===== src/rtl/swg_pkg.sv =====
// shared constants, sigmoid node table and stage payload types for the gated swish block
package swg_pkg;

  // number formats
  localparam int DATA_W      = 16;
  localparam int FRAC_BITS   = 12;
  localparam int SIG_FRAC    = 15;
  localparam int SIG_W       = SIG_FRAC + 1;
  localparam int CFG_INDEX_W = 4;

  // sigmoid table layout, the table spans [-8,8) in 32 equal segments of width 0.5
  localparam int SIG_SEGMENTS   = 32;
  localparam int NODE_STRIDE    = 256 / SIG_SEGMENTS;
  localparam int SEG_BITS       = $clog2(SIG_SEGMENTS);
  localparam int HALF_NODES     = SIG_SEGMENTS / 2 + 1;
  localparam int HALF_IDX_W     = $clog2(HALF_NODES);
  localparam int U_W            = FRAC_BITS + 4;
  localparam int R_W            = U_W - SEG_BITS;
  localparam int PROD_W         = SIG_W + R_W;

  // datapath widths
  localparam int BX_W        = 2 * DATA_W;
  localparam int Z_W         = BX_W - FRAC_BITS;
  localparam int M1_W        = 2 * DATA_W - 1;
  localparam int P_W         = 2 * M1_W;
  localparam int ROUND_SHIFT = 2 * FRAC_BITS + SIG_FRAC;
  localparam int Q_W         = P_W - ROUND_SHIFT;

  localparam logic signed [Z_W-1:0] SIG_RANGE_Z = Z_W'(8 << FRAC_BITS);
  localparam logic [SIG_W-1:0]      SIG_ONE     = SIG_W'(1 << SIG_FRAC);
  localparam logic [Q_W-1:0]        MAX_POS_Q   = Q_W'((1 << (DATA_W - 1)) - 1);
  localparam logic [Q_W-1:0]        MAX_NEG_Q   = Q_W'(1 << (DATA_W - 1));
  localparam logic [DATA_W-1:0]     MAX_POS     = DATA_W'((1 << (DATA_W - 1)) - 1);
  localparam logic [DATA_W-1:0]     MIN_NEG     = DATA_W'(1 << (DATA_W - 1));

  // configuration register indexes
  typedef enum logic [CFG_INDEX_W-1:0] {
    REG_BETA_GAIN    = CFG_INDEX_W'(0),
    REG_OUTPUT_SCALE = CFG_INDEX_W'(1)
  } swg_reg_t;

  // exp(-j/16) in Q32, stepped with rounding as the node table needs it
  localparam logic [63:0] EXP_STEP_Q32 = 64'd4034748382;
  localparam logic [63:0] ONE_Q32      = 64'd1 << 32;
  localparam logic [63:0] HALF_NUM     = 64'd1 << 47;

  function automatic logic [63:0] exp_q32(input int unsigned steps);
    logic [63:0] e;
    e = ONE_Q32;
    for (int unsigned i = 0; i < steps; i++) begin
      e = (e * EXP_STEP_Q32 + (64'd1 << 31)) >> 32;
    end
    return e;
  endfunction

  // denominators 1 + exp(-t) for the non-negative half of the table
  localparam logic [63:0] HALF_DEN [HALF_NODES] = '{
    ONE_Q32 + exp_q32(0 * NODE_STRIDE),  ONE_Q32 + exp_q32(1 * NODE_STRIDE),
    ONE_Q32 + exp_q32(2 * NODE_STRIDE),  ONE_Q32 + exp_q32(3 * NODE_STRIDE),
    ONE_Q32 + exp_q32(4 * NODE_STRIDE),  ONE_Q32 + exp_q32(5 * NODE_STRIDE),
    ONE_Q32 + exp_q32(6 * NODE_STRIDE),  ONE_Q32 + exp_q32(7 * NODE_STRIDE),
    ONE_Q32 + exp_q32(8 * NODE_STRIDE),  ONE_Q32 + exp_q32(9 * NODE_STRIDE),
    ONE_Q32 + exp_q32(10 * NODE_STRIDE), ONE_Q32 + exp_q32(11 * NODE_STRIDE),
    ONE_Q32 + exp_q32(12 * NODE_STRIDE), ONE_Q32 + exp_q32(13 * NODE_STRIDE),
    ONE_Q32 + exp_q32(14 * NODE_STRIDE), ONE_Q32 + exp_q32(15 * NODE_STRIDE),
    ONE_Q32 + exp_q32(16 * NODE_STRIDE)
  };

  // sigmoid at t = 0, 0.5, ... 8 in Q0.15, rounded
  localparam logic [SIG_W-1:0] HALF_NODE [HALF_NODES] = '{
    SIG_W'((HALF_NUM + HALF_DEN[0] / 2) / HALF_DEN[0]),
    SIG_W'((HALF_NUM + HALF_DEN[1] / 2) / HALF_DEN[1]),
    SIG_W'((HALF_NUM + HALF_DEN[2] / 2) / HALF_DEN[2]),
    SIG_W'((HALF_NUM + HALF_DEN[3] / 2) / HALF_DEN[3]),
    SIG_W'((HALF_NUM + HALF_DEN[4] / 2) / HALF_DEN[4]),
    SIG_W'((HALF_NUM + HALF_DEN[5] / 2) / HALF_DEN[5]),
    SIG_W'((HALF_NUM + HALF_DEN[6] / 2) / HALF_DEN[6]),
    SIG_W'((HALF_NUM + HALF_DEN[7] / 2) / HALF_DEN[7]),
    SIG_W'((HALF_NUM + HALF_DEN[8] / 2) / HALF_DEN[8]),
    SIG_W'((HALF_NUM + HALF_DEN[9] / 2) / HALF_DEN[9]),
    SIG_W'((HALF_NUM + HALF_DEN[10] / 2) / HALF_DEN[10]),
    SIG_W'((HALF_NUM + HALF_DEN[11] / 2) / HALF_DEN[11]),
    SIG_W'((HALF_NUM + HALF_DEN[12] / 2) / HALF_DEN[12]),
    SIG_W'((HALF_NUM + HALF_DEN[13] / 2) / HALF_DEN[13]),
    SIG_W'((HALF_NUM + HALF_DEN[14] / 2) / HALF_DEN[14]),
    SIG_W'((HALF_NUM + HALF_DEN[15] / 2) / HALF_DEN[15]),
    SIG_W'((HALF_NUM + HALF_DEN[16] / 2) / HALF_DEN[16])
  };

  // full-range node k (0 .. SIG_SEGMENTS), mirrored from the positive half
  function automatic logic [SIG_W-1:0] sig_node(input logic [SEG_BITS:0] k);
    logic [HALF_IDX_W-1:0] idx;
    logic [SIG_W-1:0]      val;
    if (k >= (SEG_BITS + 1)'(SIG_SEGMENTS / 2)) begin
      idx = HALF_IDX_W'(k - (SEG_BITS + 1)'(SIG_SEGMENTS / 2));
      val = HALF_NODE[idx];
    end else begin
      idx = HALF_IDX_W'((SEG_BITS + 1)'(SIG_SEGMENTS / 2) - k);
      val = SIG_ONE - HALF_NODE[idx];
    end
    return val;
  endfunction

  // stage payloads
  typedef struct packed {
    logic [M1_W-1:0] m1;
    logic            neg_ax;
    logic            last;
  } swg_carry_t;

  typedef struct packed {
    logic signed [BX_W-1:0] bx;
    swg_carry_t             carry;
  } swg_front_t;

  typedef struct packed {
    logic [SIG_W-1:0] sig;
    swg_carry_t       carry;
  } swg_sig_t;

  typedef struct packed {
    logic [DATA_W-1:0] product;
    logic              sat;
    logic              last;
  } swg_result_t;

endpackage


===== src/rtl/swg_product.sv =====
// three-stage product: scale times sigmoid, full product, round and saturate
module swg_product
  import swg_pkg::*;
(
  input  logic                     clk,
  input  logic                     rst_n,
  input  logic signed [DATA_W-1:0] scale,
  input  logic                     in_valid,
  output logic                     in_ready,
  input  swg_sig_t                 in_data,
  output logic                     out_valid,
  input  logic                     out_ready,
  output swg_result_t              out_data
);

  logic [DATA_W-1:0] mag_s;

  // stage d
  logic              vd_r;
  logic [M1_W-1:0]   d_m1_r;
  logic [M1_W-1:0]   d_m2_r;
  logic              d_neg_r;
  logic              d_last_r;

  // stage e
  logic              ve_r;
  logic [P_W-1:0]    e_p_r;
  logic              e_neg_r;
  logic              e_last_r;

  // stage f, output register
  logic              vf_r;
  swg_result_t       f_res_r;
  swg_result_t       res_nxt;
  logic [P_W-1:0]    rnd_sum;
  logic [Q_W-1:0]    q;

  logic ready_d;
  logic ready_e;
  logic ready_f;

  assign ready_f  = !vf_r || out_ready;
  assign ready_e  = !ve_r || ready_f;
  assign ready_d  = !vd_r || ready_e;
  assign in_ready = ready_d;

  assign mag_s = scale[DATA_W-1] ? DATA_W'(-scale) : DATA_W'(scale);

  always_comb begin
    rnd_sum      = e_p_r + (P_W'(1) << (ROUND_SHIFT - 1));
    q            = Q_W'(rnd_sum >> ROUND_SHIFT);
    res_nxt.last = e_last_r;
    if (!e_neg_r) begin
      res_nxt.sat     = (q > MAX_POS_Q);
      res_nxt.product = res_nxt.sat ? MAX_POS : q[DATA_W-1:0];
    end else begin
      res_nxt.sat     = (q > MAX_NEG_Q);
      res_nxt.product = res_nxt.sat ? MIN_NEG : DATA_W'(DATA_W'(0) - q[DATA_W-1:0]);
    end
  end

  always_ff @(posedge clk) begin
    if (!rst_n) begin
      vd_r <= 1'b0;
      ve_r <= 1'b0;
      vf_r <= 1'b0;
    end else begin
      if (ready_d) vd_r <= in_valid;
      if (ready_e) ve_r <= vd_r;
      if (ready_f) vf_r <= ve_r;
    end
  end

  always_ff @(posedge clk) begin
    if (ready_d) begin
      d_m1_r   <= in_data.carry.m1;
      d_m2_r   <= M1_W'(BX_W'(mag_s) * BX_W'(in_data.sig));
      d_neg_r  <= in_data.carry.neg_ax ^ scale[DATA_W-1];
      d_last_r <= in_data.carry.last;
    end
    if (ready_e) begin
      e_p_r    <= P_W'(d_m1_r) * P_W'(d_m2_r);
      e_neg_r  <= d_neg_r;
      e_last_r <= d_last_r;
    end
    if (ready_f) begin
      f_res_r <= res_nxt;
    end
  end

  assign out_valid = vf_r;
  assign out_data  = f_res_r;

endmodule


===== config.mk =====
export PLATFORM = sky130hd
export DESIGN_NAME = swg_product
export DESIGN_NICKNAME = d
export VERILOG_FILES = /design/src/rtl/swg_pkg.sv /design/src/rtl/swg_product.sv
export SDC_FILE = /design/constraint.sdc
export NUM_CORES = 2
export LEC_CHECK = 0
export BUFFER_PORTS_ARGS = -buffer_cell sky130_fd_sc_hd__buf_2
export CAP_MARGIN = 15
export CORE_UTILIZATION = 61
export CTS_CLUSTER_SIZE = 28
export DETAILED_ROUTE_END_ITERATION = 12
export PLACE_DENSITY = 0.84
export SLEW_MARGIN = 25
export SYNTH_ARGS = -nofsm -noshare
export SYNTH_HDL_FRONTEND = slang
export SYNTH_SLANG_ARGS = --single-unit
export TNS_END_PERCENT = 5

===== constraint.sdc =====
create_clock -name clk -period 7.35 [get_ports clk]
set_input_delay 0.3675 -clock clk [delete_from_list [all_inputs] [get_ports clk]]
set_output_delay 0.3675 -clock clk [all_outputs]
set_load 0.02 [all_outputs]

==> out/metrics.csv <==
metric,value,unit
worst reg2reg endpoint,e_p_r[56],
Worst setup SP type,flip-flop,
Crit path arrival time,7.79,ns
RR Startpoint,d_m2_r[5],
Adder-Cell Fraction of Synth Area,57.76,%
CTS tree,yes,
num rows,97,
cts bufs inserted,9,
IO Port Bufs,88,
YS warnings,0,
syn_nets,6082,
synth unique cells,70,
Final min period,7.666,ns
wire length per cell,19.69,um
GRT busiest layer,met2,
#FFs+latches synth,111,
ys async rst share,0,%
Worst Path Max Fanout,6,
final hold vios,0,
status,"complete, but fails checks",
GRT Overall Usage,33.45,%
nets@finish,6351,
number of instances in the placed design,5800,
die width,268.7,um
# IOs,89,
Synth Area in Compound Gates,4.436,%
skew final,0.02384,ns
sequential area share after synthesis,7.615,%
RSZ-0062 raised after global routing,yes,
placed instance area,0.04742,mm^2
predominant post-synthesis flop cell,edfxtp_1,
final hold slack,0.1416,ns
fin area,0.04837,mm^2
routability congestion estimate,0.9574,
Initial Util,61.84,%
final WL,115000,um
CORE AREA,0.07015,mm^2
Die Span Y,268.7,um
flop-to-flop setup slack,-0.32,ns
clock sink total,111,
final core utilization,68.96,%
worst min path class,input port to flip-flop,
met2 usage,54.80,%
"Clk Latency, worst-skew pair",0.39,ns
CTS root buffer,clkbuf_16,
slew of the pin with the lowest slew margin,0.9518,ns
worst setup margin,-0.3155,ns
Non-Filler Instances,5843,
largest family of logic cells by synthesized area,adder cells,
Crit Path Category,flip-flop to flip-flop,
detailed-router iteration count before antenna repair,6,
slew margin rel.,34.90,%
Final setup viols,23,
Reg2Reg Depth,25,
Fmax,0.1305,GHz
global-route wire length before repair,186200,um
failing checks,setup timing,
Max Slew Vio Count,0,
synth-to-layout area growth,11.52,%
grt ovf,0,
endpoint class of the critical path,flip-flop,
most frequent cell after synthesis,fa_1,
vias per cell,5.690,
multiplexer area fraction after synthesis,0.1615,%
drt drc,0,
largest area contributor in the synthesized netlist,fa_1,
Avg Synthesized Cell Area,9.373,um^2
Post-Synthesis Cells,4628,
"EDFF count, synth",108,
Post-Syn Area,0.04338,mm^2
clk slew on worst S/H paths,0.10,ns
largest net degree at the start of global routing,67,
layout cells sized above 1,12.51,%
vias in the first global route,36220,
area share of xor/xnor cells in the synthesized design,1.953,%
Initial DRC Count,2887,
CP Capture Point,e_p_r[56],
Yosys top cell area share,47.49,%
final antenna-violating net count,0,
Post-synth top cells,"fa_1 (1029), inv_1 (1022), nand2_1 (672), and2_1 (616), ha_1 (356)",
Worst Path Required,7.48,ns
Filler Cells Inserted,5025,
CP Launch Point,d_m2_r[5],
Via Count,33250,
max cap viols,0,
Final period util,104.3,%
Clock Path Buffers,2,
initial antenna violation count,6,
Synth area leaders,"fa_1 (47%), ha_1 (10%), and2_1 (8.9%)",
M3 GR Usage,6.822,%
Synth Area in Simple Gates,17.10,%
H-tree levels,3,
met1 GRT Util,41.60,%
Cells on Worst Hold Path,1,
die area,0.07218,mm^2
hpwl dp,94180,um
## through the flow
stage	setup TNS [ns]	worst slack, ns
CTS	-0.5936	-0.09466
finish	-3.550	-0.3155
global route	-9.391	-0.5245
detailed placement	-8.112	-0.4840
global placement	-4.337	-0.3750
floorplan	-0.3117	-0.1450
## critical path, cell delays in order, from the launching register on
cell	delay [ns]
edfxtp_1	0.52
and2_4	0.20
fa_1	0.55
fa_1	0.43
fa_1	0.57
inv_2	0.05
fa_1	0.52
inv_2	0.04
fa_1	0.49
inv_2	0.04
fa_1	0.50
inv_2	0.04
fa_1	0.52
fa_1	0.46
ha_4	0.30
a21oi_2	0.05
o21a_1	0.20
buf_4	0.14
nor4b_4	0.12
o31ai_2	0.09
nand4_1	0.55
a221oi_2	0.41
buf_4	0.21
a31oi_4	0.13
o21ai_2	0.18
xor2_1	0.08
## layout by cell type, fill, tap and decap left out, types with 11 or more instances in the layout
cell type / instances
inv_1: 1017
edfxtp_1: 108
fa_1: 1015
xor2_1: 24
o21ai_0: 39
buf_4: 368
nor4_1: 11
a21oi_1: 80
buf_12: 33
nand2_1: 671
and2_1: 613
nor2_1: 41
nand4_1: 16
a21o_1: 57
ha_4: 11
fa_2: 14
buf_2: 88
nor3_1: 18
xnor2_1: 65
nand3_1: 34
and3_1: 15
ha_1: 345
## how the worst min path moves through the flow
| stage | start | endpoint | slack, ns |
|---|---|---|---|
| global placement | e_last_r | out_data[0] | 0.41 |
| finish | in_data[0] | d_last_r | 0.14 |
| detailed placement | d_last_r | e_last_r | 0.42 |
| floorplan | d_last_r | e_last_r | 0.40 |
| CTS | in_data[0] | d_last_r | 0.13 |
| global route | in_data[0] | d_last_r | 0.13 |
## logic make-up after synthesis
logic type	Yosys count
AO/OA/AOI/OAI	296
XOR/XNOR	95
adder cells (fa/ha/maj)	1385
buffers and inverters	1262
flip-flops	111
multiplexers	7
AND/OR/NAND/NOR	1472
## repair_timing
action | 4_1_cts | 5_1_grt
resized for setup | 65 | 31
hold buffers | 0 | 0
endpoints found under the setup margin | 21 | 34
pin swaps | 32 | 36
setup buffers | 18 | 8
## state kept, by name, summed over array words and instances (netlist names)
name	cells
e_p_r	24
d_last_r	1
vd_r	1
d_m2_r	31
out_valid	1
d_neg_r	1
ve_r	1
d_m1_r	31
out_data	18
e_last_r	1
e_neg_r	1
## metal layers
metal	share of wire, %	vias up
li1	-	14230
met1	37	16810
met2	48	1746
met3	9.2	447
met4	6.1	8
met5	0.056	-
## cell type report
| type | instances | area [um^2] | area share (%) |
|---|---|---|---|
| Antenna cell | 1 | 2.502 | 0.005173 |
| Clock buffer | 10 | 229.0 | 0.4733 |
| Clock inverter | 6 | 51.30 | 0.1060 |
| Inverter | 1022 | 3836 | 7.930 |
| Multi-Input combinational cell | 3255 | 35790 | 74.00 |
| Sequential cell | 111 | 3303 | 6.828 |
| Tap cell | 940 | 1176 | 2.431 |
| Timing Repair Buffer | 498 | 3981 | 8.230 |
Power is not shown: default switching activity piles up to over one toggle a cycle in this logic, so the estimate is an artifact.
