==> src/rtl/swg_pkg.sv <==
// shared constants, sigmoid node table and stage payload types for the gated swish block
package swg_pkg;

  // number formats
  localparam int DATA_W      = 16;
  localparam int FRAC_BITS   = 12;
  localparam int SIG_FRAC    = 15;
  localparam int SIG_W       = SIG_FRAC + 1;
  localparam int CFG_INDEX_W = 4;

  // sigmoid table layout, the table spans [-8,8) in 32 equal segments of width 0.5
  localparam int SIG_SEGMENTS   = 32;
  localparam int NODE_STRIDE    = 256 / SIG_SEGMENTS;
  localparam int SEG_BITS       = $clog2(SIG_SEGMENTS);
  localparam int HALF_NODES     = SIG_SEGMENTS / 2 + 1;
  localparam int HALF_IDX_W     = $clog2(HALF_NODES);
  localparam int U_W            = FRAC_BITS + 4;
  localparam int R_W            = U_W - SEG_BITS;
  localparam int PROD_W         = SIG_W + R_W;

  // datapath widths
  localparam int BX_W        = 2 * DATA_W;
  localparam int Z_W         = BX_W - FRAC_BITS;
  localparam int M1_W        = 2 * DATA_W - 1;
  localparam int P_W         = 2 * M1_W;
  localparam int ROUND_SHIFT = 2 * FRAC_BITS + SIG_FRAC;
  localparam int Q_W         = P_W - ROUND_SHIFT;

  localparam logic signed [Z_W-1:0] SIG_RANGE_Z = Z_W'(8 << FRAC_BITS);
  localparam logic [SIG_W-1:0]      SIG_ONE     = SIG_W'(1 << SIG_FRAC);
  localparam logic [Q_W-1:0]        MAX_POS_Q   = Q_W'((1 << (DATA_W - 1)) - 1);
  localparam logic [Q_W-1:0]        MAX_NEG_Q   = Q_W'(1 << (DATA_W - 1));
  localparam logic [DATA_W-1:0]     MAX_POS     = DATA_W'((1 << (DATA_W - 1)) - 1);
  localparam logic [DATA_W-1:0]     MIN_NEG     = DATA_W'(1 << (DATA_W - 1));

  // configuration register indexes
  typedef enum logic [CFG_INDEX_W-1:0] {
    REG_BETA_GAIN    = CFG_INDEX_W'(0),
    REG_OUTPUT_SCALE = CFG_INDEX_W'(1)
  } swg_reg_t;

  // exp(-j/16) in Q32, stepped with rounding as the node table needs it
  localparam logic [63:0] EXP_STEP_Q32 = 64'd4034748382;
  localparam logic [63:0] ONE_Q32      = 64'd1 << 32;
  localparam logic [63:0] HALF_NUM     = 64'd1 << 47;

  function automatic logic [63:0] exp_q32(input int unsigned steps);
    logic [63:0] e;
    e = ONE_Q32;
    for (int unsigned i = 0; i < steps; i++) begin
      e = (e * EXP_STEP_Q32 + (64'd1 << 31)) >> 32;
    end
    return e;
  endfunction

  // denominators 1 + exp(-t) for the non-negative half of the table
  localparam logic [63:0] HALF_DEN [HALF_NODES] = '{
    ONE_Q32 + exp_q32(0 * NODE_STRIDE),  ONE_Q32 + exp_q32(1 * NODE_STRIDE),
    ONE_Q32 + exp_q32(2 * NODE_STRIDE),  ONE_Q32 + exp_q32(3 * NODE_STRIDE),
    ONE_Q32 + exp_q32(4 * NODE_STRIDE),  ONE_Q32 + exp_q32(5 * NODE_STRIDE),
    ONE_Q32 + exp_q32(6 * NODE_STRIDE),  ONE_Q32 + exp_q32(7 * NODE_STRIDE),
    ONE_Q32 + exp_q32(8 * NODE_STRIDE),  ONE_Q32 + exp_q32(9 * NODE_STRIDE),
    ONE_Q32 + exp_q32(10 * NODE_STRIDE), ONE_Q32 + exp_q32(11 * NODE_STRIDE),
    ONE_Q32 + exp_q32(12 * NODE_STRIDE), ONE_Q32 + exp_q32(13 * NODE_STRIDE),
    ONE_Q32 + exp_q32(14 * NODE_STRIDE), ONE_Q32 + exp_q32(15 * NODE_STRIDE),
    ONE_Q32 + exp_q32(16 * NODE_STRIDE)
  };

  // sigmoid at t = 0, 0.5, ... 8 in Q0.15, rounded
  localparam logic [SIG_W-1:0] HALF_NODE [HALF_NODES] = '{
    SIG_W'((HALF_NUM + HALF_DEN[0] / 2) / HALF_DEN[0]),
    SIG_W'((HALF_NUM + HALF_DEN[1] / 2) / HALF_DEN[1]),
    SIG_W'((HALF_NUM + HALF_DEN[2] / 2) / HALF_DEN[2]),
    SIG_W'((HALF_NUM + HALF_DEN[3] / 2) / HALF_DEN[3]),
    SIG_W'((HALF_NUM + HALF_DEN[4] / 2) / HALF_DEN[4]),
    SIG_W'((HALF_NUM + HALF_DEN[5] / 2) / HALF_DEN[5]),
    SIG_W'((HALF_NUM + HALF_DEN[6] / 2) / HALF_DEN[6]),
    SIG_W'((HALF_NUM + HALF_DEN[7] / 2) / HALF_DEN[7]),
    SIG_W'((HALF_NUM + HALF_DEN[8] / 2) / HALF_DEN[8]),
    SIG_W'((HALF_NUM + HALF_DEN[9] / 2) / HALF_DEN[9]),
    SIG_W'((HALF_NUM + HALF_DEN[10] / 2) / HALF_DEN[10]),
    SIG_W'((HALF_NUM + HALF_DEN[11] / 2) / HALF_DEN[11]),
    SIG_W'((HALF_NUM + HALF_DEN[12] / 2) / HALF_DEN[12]),
    SIG_W'((HALF_NUM + HALF_DEN[13] / 2) / HALF_DEN[13]),
    SIG_W'((HALF_NUM + HALF_DEN[14] / 2) / HALF_DEN[14]),
    SIG_W'((HALF_NUM + HALF_DEN[15] / 2) / HALF_DEN[15]),
    SIG_W'((HALF_NUM + HALF_DEN[16] / 2) / HALF_DEN[16])
  };

  // full-range node k (0 .. SIG_SEGMENTS), mirrored from the positive half
  function automatic logic [SIG_W-1:0] sig_node(input logic [SEG_BITS:0] k);
    logic [HALF_IDX_W-1:0] idx;
    logic [SIG_W-1:0]      val;
    if (k >= (SEG_BITS + 1)'(SIG_SEGMENTS / 2)) begin
      idx = HALF_IDX_W'(k - (SEG_BITS + 1)'(SIG_SEGMENTS / 2));
      val = HALF_NODE[idx];
    end else begin
      idx = HALF_IDX_W'((SEG_BITS + 1)'(SIG_SEGMENTS / 2) - k);
      val = SIG_ONE - HALF_NODE[idx];
    end
    return val;
  endfunction

  // stage payloads
  typedef struct packed {
    logic [M1_W-1:0] m1;
    logic            neg_ax;
    logic            last;
  } swg_carry_t;

  typedef struct packed {
    logic signed [BX_W-1:0] bx;
    swg_carry_t             carry;
  } swg_front_t;

  typedef struct packed {
    logic [SIG_W-1:0] sig;
    swg_carry_t       carry;
  } swg_sig_t;

  typedef struct packed {
    logic [DATA_W-1:0] product;
    logic              sat;
    logic              last;
  } swg_result_t;

endpackage

==> src/rtl/swg_sigmoid.sv <==
// three-stage piecewise-linear sigmoid: table lookup, slope multiply, round and select
module swg_sigmoid
  import swg_pkg::*;
(
  input  logic       clk,
  input  logic       rst_n,
  input  logic       in_valid,
  output logic       in_ready,
  input  swg_front_t in_data,
  output logic       out_valid,
  input  logic       out_ready,
  output swg_sig_t   out_data
);

  // stage a: segment lookup
  logic signed [Z_W-1:0] z;
  logic signed [Z_W-1:0] z_off;
  logic [U_W-1:0]        u;
  logic [SEG_BITS:0]     k;
  logic [SIG_W-1:0]      n0;
  logic [SIG_W-1:0]      n1;

  logic                  va_r;
  logic [SIG_W-1:0]      a_n0_r;
  logic [SIG_W-1:0]      a_diff_r;
  logic [R_W-1:0]        a_r_r;
  logic                  a_lo_r;
  logic                  a_hi_r;
  swg_carry_t            a_carry_r;

  // stage b: slope times offset
  logic                  vb_r;
  logic [SIG_W-1:0]      b_n0_r;
  logic [PROD_W-1:0]     b_prod_r;
  logic                  b_lo_r;
  logic                  b_hi_r;
  swg_carry_t            b_carry_r;

  // stage c: rounded interpolation
  logic                  vc_r;
  swg_sig_t              c_data_r;
  logic [PROD_W-1:0]     rnd_sum;
  logic [SIG_W-1:0]      sig_nxt;

  logic ready_a;
  logic ready_b;
  logic ready_c;

  assign ready_c  = !vc_r || out_ready;
  assign ready_b  = !vb_r || ready_c;
  assign ready_a  = !va_r || ready_b;
  assign in_ready = ready_a;

  always_comb begin
    z     = Z_W'(in_data.bx >>> FRAC_BITS);
    z_off = z + SIG_RANGE_Z;
    u     = z_off[U_W-1:0];
    k     = {1'b0, u[U_W-1 -: SEG_BITS]};
    n0    = sig_node(k);
    n1    = sig_node((SEG_BITS + 1)'(k + 1'b1));
  end

  always_comb begin
    rnd_sum = b_prod_r + PROD_W'(1 << (R_W - 1));
    if (b_lo_r) begin
      sig_nxt = '0;
    end else if (b_hi_r) begin
      sig_nxt = SIG_ONE;
    end else begin
      sig_nxt = b_n0_r + SIG_W'(rnd_sum >> R_W);
    end
  end

  always_ff @(posedge clk) begin
    if (!rst_n) begin
      va_r <= 1'b0;
      vb_r <= 1'b0;
      vc_r <= 1'b0;
    end else begin
      if (ready_a) va_r <= in_valid;
      if (ready_b) vb_r <= va_r;
      if (ready_c) vc_r <= vb_r;
    end
  end

  always_ff @(posedge clk) begin
    if (ready_a) begin
      a_n0_r    <= n0;
      a_diff_r  <= (n1 > n0) ? SIG_W'(n1 - n0) : '0;
      a_r_r     <= u[R_W-1:0];
      a_lo_r    <= (z < -SIG_RANGE_Z);
      a_hi_r    <= (z >= SIG_RANGE_Z);
      a_carry_r <= in_data.carry;
    end
    if (ready_b) begin
      b_n0_r    <= a_n0_r;
      b_prod_r  <= PROD_W'(a_diff_r) * PROD_W'(a_r_r);
      b_lo_r    <= a_lo_r;
      b_hi_r    <= a_hi_r;
      b_carry_r <= a_carry_r;
    end
    if (ready_c) begin
      c_data_r.sig   <= sig_nxt;
      c_data_r.carry <= b_carry_r;
    end
  end

  assign out_valid = vc_r;
  assign out_data  = c_data_r;

endmodule

==> config.mk <==
export PLATFORM = sky130hd
export DESIGN_NAME = swg_sigmoid
export DESIGN_NICKNAME = d
export VERILOG_FILES = /design/src/rtl/swg_pkg.sv /design/src/rtl/swg_sigmoid.sv
export SDC_FILE = /design/constraint.sdc
export NUM_CORES = 1
export LEC_CHECK = 0
export BUFFER_PORTS_ARGS = -buffer_cell sky130_fd_sc_hd__buf_4
export CORE_AREA = 8 8 153 227
export DETAILED_ROUTE_END_ITERATION = 7
export DIE_AREA = 0 0 161 235
export GPL_TIMING_DRIVEN = 0
export PLACE_DENSITY = 0.68
export SYNTH_ARGS = -nofsm -noshare
export SYNTH_HDL_FRONTEND = slang
export SYNTH_SLANG_ARGS = --single-unit
==> constraint.sdc <==
create_clock -name clk -period 13.1 [get_ports clk]
set_clock_uncertainty 0.1 [all_clocks]
set_input_delay 0.655 -clock clk [delete_from_list [all_inputs] [get_ports clk]]
set_output_delay 0.655 -clock clk [all_outputs]
set_load 0.005 [all_outputs]
==> run metrics <==
status=finished clean; GRT overflow=0; cell mode on critical path=ha_1; Post-Synthesis Cell Area=0.0154 sq mm; Fillers=2774; EDFF count, synth=193; fmax=0.129 GHz; proportion of synthesized area in mux cells=0.737%; Critical Path Start Type=input port; Starting Density=49.2%; Final Cycle Share=59.2%; CTS HTree Levels=4; Worst EP required=13.18 ns; total leakage power=7.62 nW; Avg WL per Cell=19.3 microns; Hold Startpoint=in_data[45]; worst r2r src=a_r_r[4]; top_reg_cell synth=edfxtp_1; sequential share of power=26.0%; worst hold path type=in2reg; Routed Antenna Nets=0; CP max stage cell=a2111oi_0; Post-CTS Setup Inserts=0; I/O pin cnt=120; power density over the cells=197 mW/mm^2; PostCTS Resize Cnt=0; number of global-route vias before repair=11900; Yosys warning count=0; switch share=43.0%; internal power component=1.96 mW; xor/xnor share of the synthesized area=4.45%; Reg clk slew, reported paths=0.10 ns; total negative slack=0 ns; Final Hold Fails=0; maximum vdd drop=116 uV; Initial DRT Pass Iterations=5; Distinct cells, synth=91; Core Area=0.0314 sq mm; via count=11300; adder-cell share of the synthesized area=24.7%; simple-gate share of the synthesized area=14.5%; Synth Area in Compound Gates=11.5%; RSZ-0062 raised after global routing=no; Mapped Cells=1471; FFs w/ async S/R, synth=0%; initial antenna violation count=0; Root Buffer Master=clkbuf_16; endpoints failing setup=0; die footprint=0.0378 sq mm; TritonCTS clock tree=built; Max-cap violations=0; crit path time final=7.76 ns; Hold Slack=0.275 ns; Yosys reg bits=196; DP HPWL=30.8 mm; routability cong.=0.938; CP Capture Type=flip-flop; hold_buf cts=0; fraction of the yosys area taken by sequential cells=37.9%; most common cell after layout, fill and taps aside=edfxtp_1; CTS buffer count=17; final core occ=55.6%; Clock power frac=16.3%; layout cell share with drive strength beyond 1=11.5%; Die X=161 microns; CP Max Fanout=10; placed instance area=0.0168 sq mm; post-route cell area=0.0175 sq mm; Iter 0 DRT Violations=634; CTS Buffer Depth=2; Worst-Skew Late Latency=0.45 ns; Area Growth Syn to Fin=13.1%; die extent in y=235 microns; Max stage delay on crit path=0.83 ns; first-pass GRT wire length=62.8 mm; Comb power frac=57.6%; crit path DAT=7.84 ns; Post-Syn Nets=1770; antenna diode count=0; clock sink count=196; Vias per Instance=5.60; Max Slew Vio Count=0; drt total wl=39.0 mm; total net switching power=1.48 mW; Worst-Margin Slew=0.924 ns; number of remaining DRC errors=0; most frequent cells in the layout=edfxtp_1, inv_1, nand2_1, fa_1, buf_4; Critical path origin=in_data[57]; Crit Path Category=in2reg; Mean Syn Cell Area=10.5 sq um; Buffers on Ports=107; Slew HR=36.8%; final net count=1898; row count=80; largest family of logic cells by synthesized area=adder cells; largest net degree at the start of global routing=68; Tot GR Track Use=20.9%
[critical path, delay by kind of cell]
kind | cells | cell delay, ns
buffers and inverters | 8 | 1.75
AO/OA/AOI/OAI | 9 | 2.96
adder cells (fa/ha/maj) | 3 | 0.93
XOR/XNOR | 2 | 0.62
AND/OR/NAND/NOR | 3 | 0.91
[power groups by stage]
stage	sequential, mW	clock (mW)	combinational (mW)
final	0.895	0.562	1.98
after global routing	0.905	0.595	2.28
after CTS	0.896	0.573	2.01
after detailed placement	0.909	0	2.00
after global placement	0.905	0	1.94
after floorplan	0.891	0	1.49
[area by class of cell]
cell class	count	area [sq um]	area share, %
clock buffer	17	425	2.43
timing repair buffer	109	843	4.83
multi-input combinational	1033	8660	49.6
inverter	173	649	3.72
buffer	69	300	1.72
sequential	196	5860	33.5
clock inverter	15	221	1.27
tap	410	513	2.94
[per-stage QoR]
step	total power [mW]	setup slack, ns	cells
4_1_cts	3.48	5.57	2022
2_1_floorplan	2.38	6.69	1471
3_3_place_gp	2.85	5.19	1988
5_1_grt	3.78	4.95	2022
3_5_place_dp	2.91	5.14	1990
6_report	3.44	5.34	2022
[logic make-up after synthesis]
kind of cell,after synthesis
AND/OR/NAND/NOR,461
AO/OA/AOI/OAI,259
buffers and inverters,242
adder cells (fa/ha/maj),230
flip-flops,196
XOR/XNOR,73
multiplexers,10
[layer usage]
metal  wire length, microns  up-vias  GRT usage [%]
met5                      0        -              0
met3                   1620      121           2.85
met1                  13400     5546           21.0
li1                       -     5287              -
met2                  21800      379           39.6
met4                   2230        0           12.8
[sequential cells by signal, summed over array words and instances, names as in the netlist, 11 cells and up]
signal and count:
b_carry_r 33, a_n0_r 15, a_diff_r 16, a_r_r 11, b_n0_r 15, a_carry_r 33, b_prod_r 17, out_data 49
[synth_stat cells, drive strengths merged (5+ instances only)]
cell type	instances	share of area [%]
clkbuf	47	1.1
nand2	155	3.8
nand3	28	1.0
a2111oi	5	0.45
o22ai	12	0.49
a21boi	6	0.29
or3	9	0.40
a21oi	59	1.9
o31ai	7	0.37
nand2b	12	0.49
and3	7	0.28
edfxtp	193	38
inv	172	4.2
o21a	19	0.92
a21o	19	0.92
or2	5	0.20
nand4	5	0.20
ha	104	8.4
a211oi	9	0.47
o21ai	52	1.7
buf	22	0.80
and2	83	3.4
nor3	27	0.95
or4	5	0.27
fa	126	16
o41ai	7	0.45
a31oi	9	0.36
nor4	6	0.24
o211ai	7	0.34
nor2	102	2.5
xnor2	51	3.1
xor2	21	1.2
nor2b	8	0.32
mux2i	8	0.52
[worst paths after layout]
path                            slack (ns)  depth (start not counted)            end
worst min register to register        0.32                          0  b_carry_r[31]
worst max-delay path                  5.34                         25   a_diff_r[10]
worst max register to register        6.56                         19   b_prod_r[26]
worst min-delay path                  0.28                          1       a_r_r[0]
No activity file was read; power rests on OpenSTA's default activity.
